--- src/sv/kldp_pkg.sv ---
package kldp_pkg;

  localparam int NUM_DIRS = 8;
  localparam int TAPS = 3;
  localparam int PATTERN_W = 8;
  localparam int BIN_W = 6;
  localparam int COUNT_W = 3;
  localparam int BIN_COUNT = 56;
  localparam int PATTERN_ONES = 3;
  localparam logic [COUNT_W-1:0] TOP_COUNT_RESET = 3'd3;
  localparam logic [COUNT_W-1:0] TOP_COUNT_BINNED = 3'd3;

  typedef logic [2:0] nbr_t;
  typedef logic [PATTERN_W-1:0] pattern_t;
  typedef logic [BIN_W-1:0] bin_t;
  typedef logic [COUNT_W-1:0] count_t;

  // neighbor order: nw, n, ne, w, e, sw, s, se
  localparam nbr_t NBR_NW = 3'd0;
  localparam nbr_t NBR_N  = 3'd1;
  localparam nbr_t NBR_NE = 3'd2;
  localparam nbr_t NBR_W  = 3'd3;
  localparam nbr_t NBR_E  = 3'd4;
  localparam nbr_t NBR_SW = 3'd5;
  localparam nbr_t NBR_S  = 3'd6;
  localparam nbr_t NBR_SE = 3'd7;

  // neighbors under the +5 weights of each compass mask
  localparam nbr_t STRONG_TAP [NUM_DIRS][TAPS] = '{
    '{NBR_NE, NBR_E,  NBR_SE},
    '{NBR_N,  NBR_NE, NBR_E},
    '{NBR_NW, NBR_N,  NBR_NE},
    '{NBR_NW, NBR_N,  NBR_W},
    '{NBR_NW, NBR_W,  NBR_SW},
    '{NBR_W,  NBR_SW, NBR_S},
    '{NBR_SW, NBR_S,  NBR_SE},
    '{NBR_E,  NBR_S,  NBR_SE}
  };

  // position of a three-bit pattern in descending order, 0 when not found
  function automatic bin_t bin_of(input pattern_t pattern);
    bin_t result;
    int p;
    pattern_t v;
    result = '0;
    p = 0;
    for (int hi = PATTERN_W - 1; hi >= 2; hi--) begin
      for (int mid = hi - 1; mid >= 1; mid--) begin
        for (int lo = mid - 1; lo >= 0; lo--) begin
          v = pattern_t'((1 << hi) | (1 << mid) | (1 << lo));
          if (v == pattern) begin
            result = bin_t'(p);
          end
          p = p + 1;
        end
      end
    end
    return result;
  endfunction

endpackage

--- src/sv/kldp_if.sv ---
interface kldp_in_if #(parameter int PIXEL_BITS = 8);
  logic                  valid;
  logic                  ready;
  logic [PIXEL_BITS-1:0] pix_nw;
  logic [PIXEL_BITS-1:0] pix_n;
  logic [PIXEL_BITS-1:0] pix_ne;
  logic [PIXEL_BITS-1:0] pix_w;
  logic [PIXEL_BITS-1:0] pix_e;
  logic [PIXEL_BITS-1:0] pix_sw;
  logic [PIXEL_BITS-1:0] pix_s;
  logic [PIXEL_BITS-1:0] pix_se;

  modport source (
    output valid, pix_nw, pix_n, pix_ne, pix_w, pix_e, pix_sw, pix_s, pix_se,
    input  ready
  );
  modport sink (
    input  valid, pix_nw, pix_n, pix_ne, pix_w, pix_e, pix_sw, pix_s, pix_se,
    output ready
  );
endinterface

interface kldp_out_if;
  logic       valid;
  logic       ready;
  logic [7:0] pattern_bits;
  logic [5:0] bin_index;

  modport source (
    output valid, pattern_bits, bin_index,
    input  ready
  );
  modport sink (
    input  valid, pattern_bits, bin_index,
    output ready
  );
endinterface

--- src/sv/kldp_sum.sv ---
module kldp_sum import kldp_pkg::*; #(
  parameter int PIXEL_BITS = 8,
  localparam int SumW = PIXEL_BITS + 2
) (
  input  logic                           clk,
  input  logic                           rst_n,
  kldp_in_if.sink                        in_ch,
  output logic                           sum_valid,
  input  logic                           sum_ready,
  output logic [NUM_DIRS-1:0][SumW-1:0]  sums
);

  logic [PIXEL_BITS-1:0]          pix [NUM_DIRS];
  logic [NUM_DIRS-1:0][SumW-1:0]  sums_nxt;
  logic [NUM_DIRS-1:0][SumW-1:0]  sums_r;
  logic                           valid_r;
  logic                           load;

  assign pix[NBR_NW] = in_ch.pix_nw;
  assign pix[NBR_N]  = in_ch.pix_n;
  assign pix[NBR_NE] = in_ch.pix_ne;
  assign pix[NBR_W]  = in_ch.pix_w;
  assign pix[NBR_E]  = in_ch.pix_e;
  assign pix[NBR_SW] = in_ch.pix_sw;
  assign pix[NBR_S]  = in_ch.pix_s;
  assign pix[NBR_SE] = in_ch.pix_se;

  // response k = 8 * (sum under the +5 weights) - 3 * (sum of all neighbours),
  // so the order of the responses is the order of these triple sums
  always_comb begin
    for (int k = 0; k < NUM_DIRS; k++) begin
      sums_nxt[k] = SumW'(pix[STRONG_TAP[k][0]]) + SumW'(pix[STRONG_TAP[k][1]])
                  + SumW'(pix[STRONG_TAP[k][2]]);
    end
  end

  assign load        = !valid_r || sum_ready;
  assign in_ch.ready = load;

  always_ff @(posedge clk) begin
    if (!rst_n) begin
      valid_r <= 1'b0;
    end else if (load) begin
      valid_r <= in_ch.valid;
    end
  end

  always_ff @(posedge clk) begin
    if (load && in_ch.valid) begin
      sums_r <= sums_nxt;
    end
  end

  assign sum_valid = valid_r;
  assign sums      = sums_r;

endmodule

--- src/sv/kldp_rank.sv ---
module kldp_rank import kldp_pkg::*; #(
  parameter int PIXEL_BITS = 8,
  localparam int SumW = PIXEL_BITS + 2
) (
  input  logic                          clk,
  input  logic                          rst_n,
  input  count_t                        top_count,
  input  logic                          sum_valid,
  output logic                          sum_ready,
  input  logic [NUM_DIRS-1:0][SumW-1:0] sums,
  output logic                          pat_valid,
  input  logic                          pat_ready,
  output pattern_t                      pattern
);

  // beat[j][k]: direction j ranks ahead of direction k
  logic [NUM_DIRS-1:0][NUM_DIRS-1:0] beat_nxt;
  logic [NUM_DIRS-1:0][NUM_DIRS-1:0] beat_r;
  logic                              cmp_valid_r;
  logic                              cmp_load;
  pattern_t                          pattern_nxt;
  pattern_t                          pattern_r;
  logic                              pat_valid_r;
  logic                              pat_load;
  count_t                            rank [NUM_DIRS];

  // ties go to the lower direction index
  always_comb begin
    for (int j = 0; j < NUM_DIRS; j++) begin
      for (int k = 0; k < NUM_DIRS; k++) begin
        if (j < k) begin
          beat_nxt[j][k] = sums[j] >= sums[k];
        end else if (j > k) begin
          beat_nxt[j][k] = sums[j] > sums[k];
        end else begin
          beat_nxt[j][k] = 1'b0;
        end
      end
    end
  end

  assign pat_load  = !pat_valid_r || pat_ready;
  assign cmp_load  = !cmp_valid_r || pat_load;
  assign sum_ready = cmp_load;

  always_comb begin
    for (int k = 0; k < NUM_DIRS; k++) begin
      rank[k] = '0;
      for (int j = 0; j < NUM_DIRS; j++) begin
        rank[k] = rank[k] + count_t'(beat_r[j][k]);
      end
      pattern_nxt[PATTERN_W-1-k] = rank[k] < top_count;
    end
  end

  always_ff @(posedge clk) begin
    if (!rst_n) begin
      cmp_valid_r <= 1'b0;
      pat_valid_r <= 1'b0;
    end else begin
      if (cmp_load) begin
        cmp_valid_r <= sum_valid;
      end
      if (pat_load) begin
        pat_valid_r <= cmp_valid_r;
      end
    end
  end

  always_ff @(posedge clk) begin
    if (cmp_load && sum_valid) begin
      beat_r <= beat_nxt;
    end
    if (pat_load && cmp_valid_r) begin
      pattern_r <= pattern_nxt;
    end
  end

  assign pat_valid = pat_valid_r;
  assign pattern   = pattern_r;

endmodule

--- src/sv/kldp_bin.sv ---
module kldp_bin import kldp_pkg::*; (
  input  logic       clk,
  input  logic       rst_n,
  input  count_t     top_count,
  input  logic       pat_valid,
  output logic       pat_ready,
  input  pattern_t   pattern,
  kldp_out_if.source out_ch
);

  logic     valid_r;
  logic     load;
  pattern_t pattern_r;
  bin_t     bin_nxt;
  bin_t     bin_r;

  assign bin_nxt   = (top_count == TOP_COUNT_BINNED) ? bin_of(pattern) : '0;
  assign load      = !valid_r || out_ch.ready;
  assign pat_ready = load;

  always_ff @(posedge clk) begin
    if (!rst_n) begin
      valid_r <= 1'b0;
    end else if (load) begin
      valid_r <= pat_valid;
    end
  end

  always_ff @(posedge clk) begin
    if (load && pat_valid) begin
      pattern_r <= pattern;
      bin_r     <= bin_nxt;
    end
  end

  assign out_ch.valid        = valid_r;
  assign out_ch.pattern_bits = pattern_r;
  assign out_ch.bin_index    = bin_r;

endmodule

--- src/sv/kirsch_local_directional_pattern_unit.sv ---
// Kirsch local directional pattern of one 3x3 neighborhood. Each transfer on
// in_ch carries the eight neighbors of a pixel; the result on out_ch gives the
// pattern with bit 7-k set for the top_count strongest of the eight compass
// responses (ties to the lower direction) and, when top_count is 3, the bin
// index 0..55 of that pattern, otherwise 0. The block takes one item every
// cycle while out_ch is not stalled; a result passes through a four-stage
// register pipeline: triple sums, pairwise compares, rank count, and bin
// lookup in the output register. Each stage holds while the stage after it
// is full and stalled, so backpressure on out_ch reaches in_ch.ready without
// loss. top_count resets to 3 and is written through cfg_we/cfg_wdata; the
// user must write it only while idle, which the block itself does not enforce.
module kirsch_local_directional_pattern_unit import kldp_pkg::*; #(
  parameter int PIXEL_BITS = 8
) (
  input  logic         clk,
  input  logic         rst_n,
  input  logic         cfg_we,
  input  count_t       cfg_wdata,
  kldp_in_if.sink      in_ch,
  kldp_out_if.source   out_ch
);

  localparam int SumW = PIXEL_BITS + 2;

  count_t                        top_count_r;
  logic                          sum_valid;
  logic                          sum_ready;
  logic [NUM_DIRS-1:0][SumW-1:0] sums;
  logic                          pat_valid;
  logic                          pat_ready;
  pattern_t                      pattern;

  always_ff @(posedge clk) begin
    if (!rst_n) begin
      top_count_r <= TOP_COUNT_RESET;
    end else if (cfg_we) begin
      top_count_r <= cfg_wdata;
    end
  end

  kldp_sum #(.PIXEL_BITS(PIXEL_BITS)) u_sum (
    .clk       (clk),
    .rst_n     (rst_n),
    .in_ch     (in_ch),
    .sum_valid (sum_valid),
    .sum_ready (sum_ready),
    .sums      (sums)
  );

  kldp_rank #(.PIXEL_BITS(PIXEL_BITS)) u_rank (
    .clk       (clk),
    .rst_n     (rst_n),
    .top_count (top_count_r),
    .sum_valid (sum_valid),
    .sum_ready (sum_ready),
    .sums      (sums),
    .pat_valid (pat_valid),
    .pat_ready (pat_ready),
    .pattern   (pattern)
  );

  kldp_bin u_bin (
    .clk       (clk),
    .rst_n     (rst_n),
    .top_count (top_count_r),
    .pat_valid (pat_valid),
    .pat_ready (pat_ready),
    .pattern   (pattern),
    .out_ch    (out_ch)
  );

  // an accepted item is always held in the first stage on the next cycle
  a_accept_fills_stage: assert property (
    @(posedge clk) disable iff (!rst_n)
    in_ch.valid && in_ch.ready |=> sum_valid
  ) else $error("accepted item did not reach the sum stage");

  a_bin_range: assert property (
    @(posedge clk) disable iff (!rst_n)
    out_ch.valid |-> out_ch.bin_index < BIN_W'(BIN_COUNT)
  ) else $error("bin index out of range");

  a_bin_needs_three_bits: assert property (
    @(posedge clk) disable iff (!rst_n)
    out_ch.valid && out_ch.bin_index != '0
      |-> $countones(out_ch.pattern_bits) == PATTERN_ONES
  ) else $error("nonzero bin index without a three-bit pattern");

endmodule

--- src/flat_wrapper.sv ---
// flat-port wrapper written by rule: the top's interface ports become plain ports
module kirsch_local_directional_pattern_unit_flat import kldp_pkg::*;
#(
  parameter int PIXEL_BITS = 8
)
  (clk, rst_n, cfg_we, cfg_wdata, in_ch_valid, in_ch_pix_nw, in_ch_pix_n, in_ch_pix_ne, in_ch_pix_w, in_ch_pix_e, in_ch_pix_sw, in_ch_pix_s, in_ch_pix_se, in_ch_ready, out_ch_valid, out_ch_pattern_bits, out_ch_bin_index, out_ch_ready);
  kldp_in_if #(.PIXEL_BITS(PIXEL_BITS)) in_ch_i ();
  kldp_out_if out_ch_i ();
  input  logic clk;
  input  logic rst_n;
  input  logic cfg_we;
  input  count_t cfg_wdata;
  input wire logic [$bits(in_ch_i.valid)-1:0] in_ch_valid;
  input wire logic [$bits(in_ch_i.pix_nw)-1:0] in_ch_pix_nw;
  input wire logic [$bits(in_ch_i.pix_n)-1:0] in_ch_pix_n;
  input wire logic [$bits(in_ch_i.pix_ne)-1:0] in_ch_pix_ne;
  input wire logic [$bits(in_ch_i.pix_w)-1:0] in_ch_pix_w;
  input wire logic [$bits(in_ch_i.pix_e)-1:0] in_ch_pix_e;
  input wire logic [$bits(in_ch_i.pix_sw)-1:0] in_ch_pix_sw;
  input wire logic [$bits(in_ch_i.pix_s)-1:0] in_ch_pix_s;
  input wire logic [$bits(in_ch_i.pix_se)-1:0] in_ch_pix_se;
  output wire logic [$bits(in_ch_i.ready)-1:0] in_ch_ready;
  output wire logic [$bits(out_ch_i.valid)-1:0] out_ch_valid;
  output wire logic [$bits(out_ch_i.pattern_bits)-1:0] out_ch_pattern_bits;
  output wire logic [$bits(out_ch_i.bin_index)-1:0] out_ch_bin_index;
  input wire logic [$bits(out_ch_i.ready)-1:0] out_ch_ready;
  assign in_ch_i.valid = in_ch_valid;
  assign in_ch_i.pix_nw = in_ch_pix_nw;
  assign in_ch_i.pix_n = in_ch_pix_n;
  assign in_ch_i.pix_ne = in_ch_pix_ne;
  assign in_ch_i.pix_w = in_ch_pix_w;
  assign in_ch_i.pix_e = in_ch_pix_e;
  assign in_ch_i.pix_sw = in_ch_pix_sw;
  assign in_ch_i.pix_s = in_ch_pix_s;
  assign in_ch_i.pix_se = in_ch_pix_se;
  assign in_ch_ready = in_ch_i.ready;
  assign out_ch_valid = out_ch_i.valid;
  assign out_ch_pattern_bits = out_ch_i.pattern_bits;
  assign out_ch_bin_index = out_ch_i.bin_index;
  assign out_ch_i.ready = out_ch_ready;
  kirsch_local_directional_pattern_unit #(.PIXEL_BITS(PIXEL_BITS)) u_core (.clk(clk), .rst_n(rst_n), .cfg_we(cfg_we), .cfg_wdata(cfg_wdata), .in_ch(in_ch_i), .out_ch(out_ch_i));
endmodule
--- config.mk ---
export PLATFORM = sky130hd
export DESIGN_NAME = kirsch_local_directional_pattern_unit_flat
export DESIGN_NICKNAME = d
export VERILOG_FILES = /design/src/sv/kldp_pkg.sv /design/src/sv/kldp_if.sv /design/src/sv/kldp_sum.sv /design/src/sv/kldp_rank.sv /design/src/sv/kldp_bin.sv /design/src/sv/kirsch_local_directional_pattern_unit.sv /design/src/flat_wrapper.sv
export SDC_FILE = /design/constraint.sdc
export NUM_CORES = 1
export LEC_CHECK = 0
export BUFFER_PORTS_ARGS = -buffer_cell sky130_fd_sc_hd__buf_2
export CAP_MARGIN = 30
export CORE_MARGIN = 4
export CORE_UTILIZATION = 37
export CTS_BUF_LIST = sky130_fd_sc_hd__clkbuf_2
export DETAILED_ROUTE_END_ITERATION = 12
export PLACE_DENSITY = 0.53
export SLEW_MARGIN = 20
export SYNTH_ARGS = -nofsm -noshare
export SYNTH_HDL_FRONTEND = slang
export SYNTH_SLANG_ARGS = --single-unit
--- constraint.sdc ---
create_clock -name clk -period 14.98 [get_ports clk]
set_input_delay 0.749 -clock clk [delete_from_list [all_inputs] [get_ports clk]]
set_output_delay 0.749 -clock clk [all_outputs]
set_load 0.01 [all_outputs]
==> results.txt <==
The die outline height came out at 226 um. The setup total negative slack came out at 0 ns. The area growth from synthesis to layout is 8.13%. The max capacitance violation total came out at 0. The complex-gate fraction of the synthesized area is 15.1%. The maximum net fanout on the critical path is 1.

By area, the combinational part of the netlist is dominated by adder cells. The global-route wire length before repair is 79,700 um. The detailed-route DRC error count came out at 0. The clock root buffer is clkbuf_2. The latest clock arrival within the worst-skew pair is 0.85 ns. STA classifies the critical path startpoint as a register.

The initial standard-cell utilization of the core came out at 37.7%. The worst setup path is captured at a register. The routability-driven placement congestion ratio came out at 0.905.

The final net count is 2,367. The netlist area before placement came out at 17,600 sq um. The site row count came out at 79.

The synthesized design contains 165 register bits. Summed over all layers, the global routing overflow is 0. The overall die area is 51,300 sq um. The number of distinct library cell variants in the gate-level netlist after synthesis is 69. The count of clock tree sinks is 165. The worst max-slew margin expressed relative to the limit came out at 34.7%. The power per standard cell area is 133 nW/um^2. By area the synthesized netlist is led by edfxtp_1 (27%), ha_1 (26%), fa_1 (9.3%).

The run finished with clean final reports. The die extent in x is 226 um. The post-synthesis simple-gate area fraction is 12.7%. The total non-filler cell area in the finished layout is 19,100 sq um.

The xor-xnor portion of the synthesized cell area came out at 3.37%. The total of cells resized after clock tree synthesis is 0. The total clock buffers created by CTS is 17. The setup path with the least slack is of type reg2reg. The maximum number of pins on one net before global-route repair came out at 75. The count of flip-flops with a built-in enable after synthesis is 158.

The min-delay analysis places its worst path in the category in2reg. Summing all placed instances gives a cell area of 18,800 sq um. Setup violations remaining at the end of the flow were counted as 0. The number of optimization iterations in the first detailed-route pass is 7. The ratio of cells with drive above 1 in the final layout is 7.65%. The total number of vias is 13,400. The share of the cycle needed by the critical path after routing is 20.8%. The fraction of registers with async set/reset is 0%. The clock slew seen by the registers of the worst setup and hold paths is 0.26 ns. Multiplexer cells account for 0.113% of the synthesized area. The share of the synthesized area in the top cell type is 26.9%.

The overall fraction of global-route tracks in use is 20.7%. The hold slack came out at 0.150 ns. Summed over all cells, the static leakage comes to 8.90 nW. The combined area of the multi-input logic cells is 11,800 sq um. The number of routed nets with antenna violations came out at 0. The storage element area came out at 4880 sq um. After synthesis, flip-flops and latches occupy 27.7% of the total area. The clock tree from TritonCTS is yes. Fill cells in the final layout number 4,668.

The number of failing hold endpoints at the final stage was 0. The placed wire-length estimate after detailed placement came out at 42,400 um. Summing the areas of all fa, ha and maj instances in the mapped netlist gives 35.6% of the synthesized area. The number of nets handed over by synthesis was 2,274. The number of global-route vias before repair is 13,500.

The ratio of routed vias to standard cells came out at 5.46. No sink is reached through more buffers than the 2 on the longest clock path. The count of buffers added on input and output ports is 87. By count the netlist is led by ha_1 (371), inv_1 (219), edfxtp_1 (158). The actual transition at the worst max-transition pin is 0.979 ns. The quantity of hold-fixing buffers added after cts is 3. The total routed wirelength is 52,100 um.

The most used flip-flop cell after synthesis is edfxtp_1. For the worst setup path, the data required time is 15.67 ns. The post-detailed-route wirelength per cell is 21.1 um. The number of DRC markers after the initial detailed-route iteration is 1,021. For this run, the number of Yosys warnings is 0. The synthesized netlist cell count is 1,749.

The maximum resistive drop on vdd is 0.0000474 V. The top-level I/O count is 88. The library cell with the highest instance count after synthesis is ha_1. For the final database, setup skew stands at 0.0567 ns. The number of antenna violations at the first check in global routing is 2.

Overall power consumption after layout is estimated at 2.54 mW. The final max-slew violation count is 0. Of all cell types, the one taking the most synthesized area is edfxtp_1. A synthesized cell averages 10.1 sq um. The H-tree depth came out at 4.

At the worst endpoint, the arrival time is 3.81 ns. The area of the placeable core is 46,900 sq um. Setup repair after global routing left no endpoint under its margin.

The time the final worst path needs with I/O delays and setup is 3.11 ns. Post-CTS timing repair inserted 0 buffers for setup. The fmax is 0.321 GHz.
[cells by family after synthesis]
logic type | count (synthesis)
muxes | 2
buffers and inverters | 242
DFF | 165
AOI/OAI and AO/OA | 385
xor gates and xnor gates | 67
and+or+nand+nor | 435
adders and majority gates | 453
[routing by layer]
layer | GRT usage (%) | vias up | wire length [um]
met1 | 26.1 | 6397 | 22500
met5 | 0 | - | 17
met2 | 36.6 | 384 | 25600
li1 | - | 6586 | -
met3 | 2.56 | 77 | 2140
met4 | 7.44 | 2 | 1740
[path summary, 6_finish.rpt]
check	to	slack (ns)	startpoint	cells past startpoint
setup / recovery	u_core.u_rank.pattern[6]$_DFFE_PP_	11.87	u_core.u_rank.beat_r[1]$_DFFE_PP_	11
hold / removal	u_core.top_count_r[2]$_SDFFE_PN0P_	0.15	cfg_wdata[2]	3
hold reg to reg	u_core.u_bin.out_ch.valid$_SDFFE_PN0P_	0.52	u_core.u_rank.pat_valid$_SDFFE_PN0P_	1
setup reg to reg	u_core.u_rank.pattern[6]$_DFFE_PP_	11.87	u_core.u_rank.beat_r[1]$_DFFE_PP_	11
[power by group]
| group | total, mW | internal (mW) | leakage [nW] | switching (mW) |
|---|---|---|---|---|
| Combinational | 1.49 | 0.642 | 7.18 | 0.844 |
| Clock | 0.258 | 0.0945 | 0.159 | 0.163 |
| Sequential | 0.800 | 0.648 | 1.56 | 0.152 |
[metrics by stage]
stage,utilization [%],cells,worst slack (ns)
6_report,40.7,2463,11.87
5_1_grt,40.7,2463,11.70
4_1_cts,40.7,2462,11.84
3_5_place_dp,40.1,2427,11.30
3_3_place_gp,40.1,2427,11.31
2_1_floorplan,-,1749,9.29
[cells in the final DEF, fill, tap and decap left out, types with 41 or more instances in the layout]
cell	count
edfxtp_1	158
buf_2	87
fa_1	82
ha_1	371
nor2b_1	53
inv_1	219
nor2_1	92
nand3_1	41
nand2_1	93
xnor2_1	55
nand2b_1	41
a21oi_1	82
o21ai_0	63
a21o_1	93
[registers in the layout, summed over array words and instances (netlist names)]
| name | flops |
|---|---|
| u_core.u_rank.cmp_valid_r | 1 |
| u_core.u_sum.sum_valid | 1 |
| u_core.u_rank.beat_r | 56 |
| u_core.u_bin.out_ch.valid | 1 |
| u_core.u_sum.sums | 80 |
| u_core.u_rank.pattern | 8 |
| u_core.u_bin.out_ch.pattern_bits | 8 |
| u_core.u_bin.out_ch.bin_index | 6 |
| u_core.top_count_r | 3 |
| u_core.u_rank.pat_valid | 1 |
[critical path, stage by stage (launching register included)]
cell      delay (ns)
edfxtp_1        0.45
fa_1            0.54
inv_1           0.05
fa_1            0.47
inv_1           0.05
fa_1            0.35
inv_1           0.08
fa_1            0.41
inv_1           0.07
ha_1            0.22
a21o_1          0.15
a21oi_1         0.14
[layout make-up]
type | count | area share, %
diodes | 1 | 0.0131
multi-input cells | 1342 | 62.0
inverters | 219 | 4.31
flip-flops and latches | 165 | 25.6
well taps | 607 | 3.98
repair buffers | 97 | 2.71
clock buffers | 17 | 0.446
clock inverters | 15 | 0.918
Note: power is estimated with default switching activity, not from simulation.
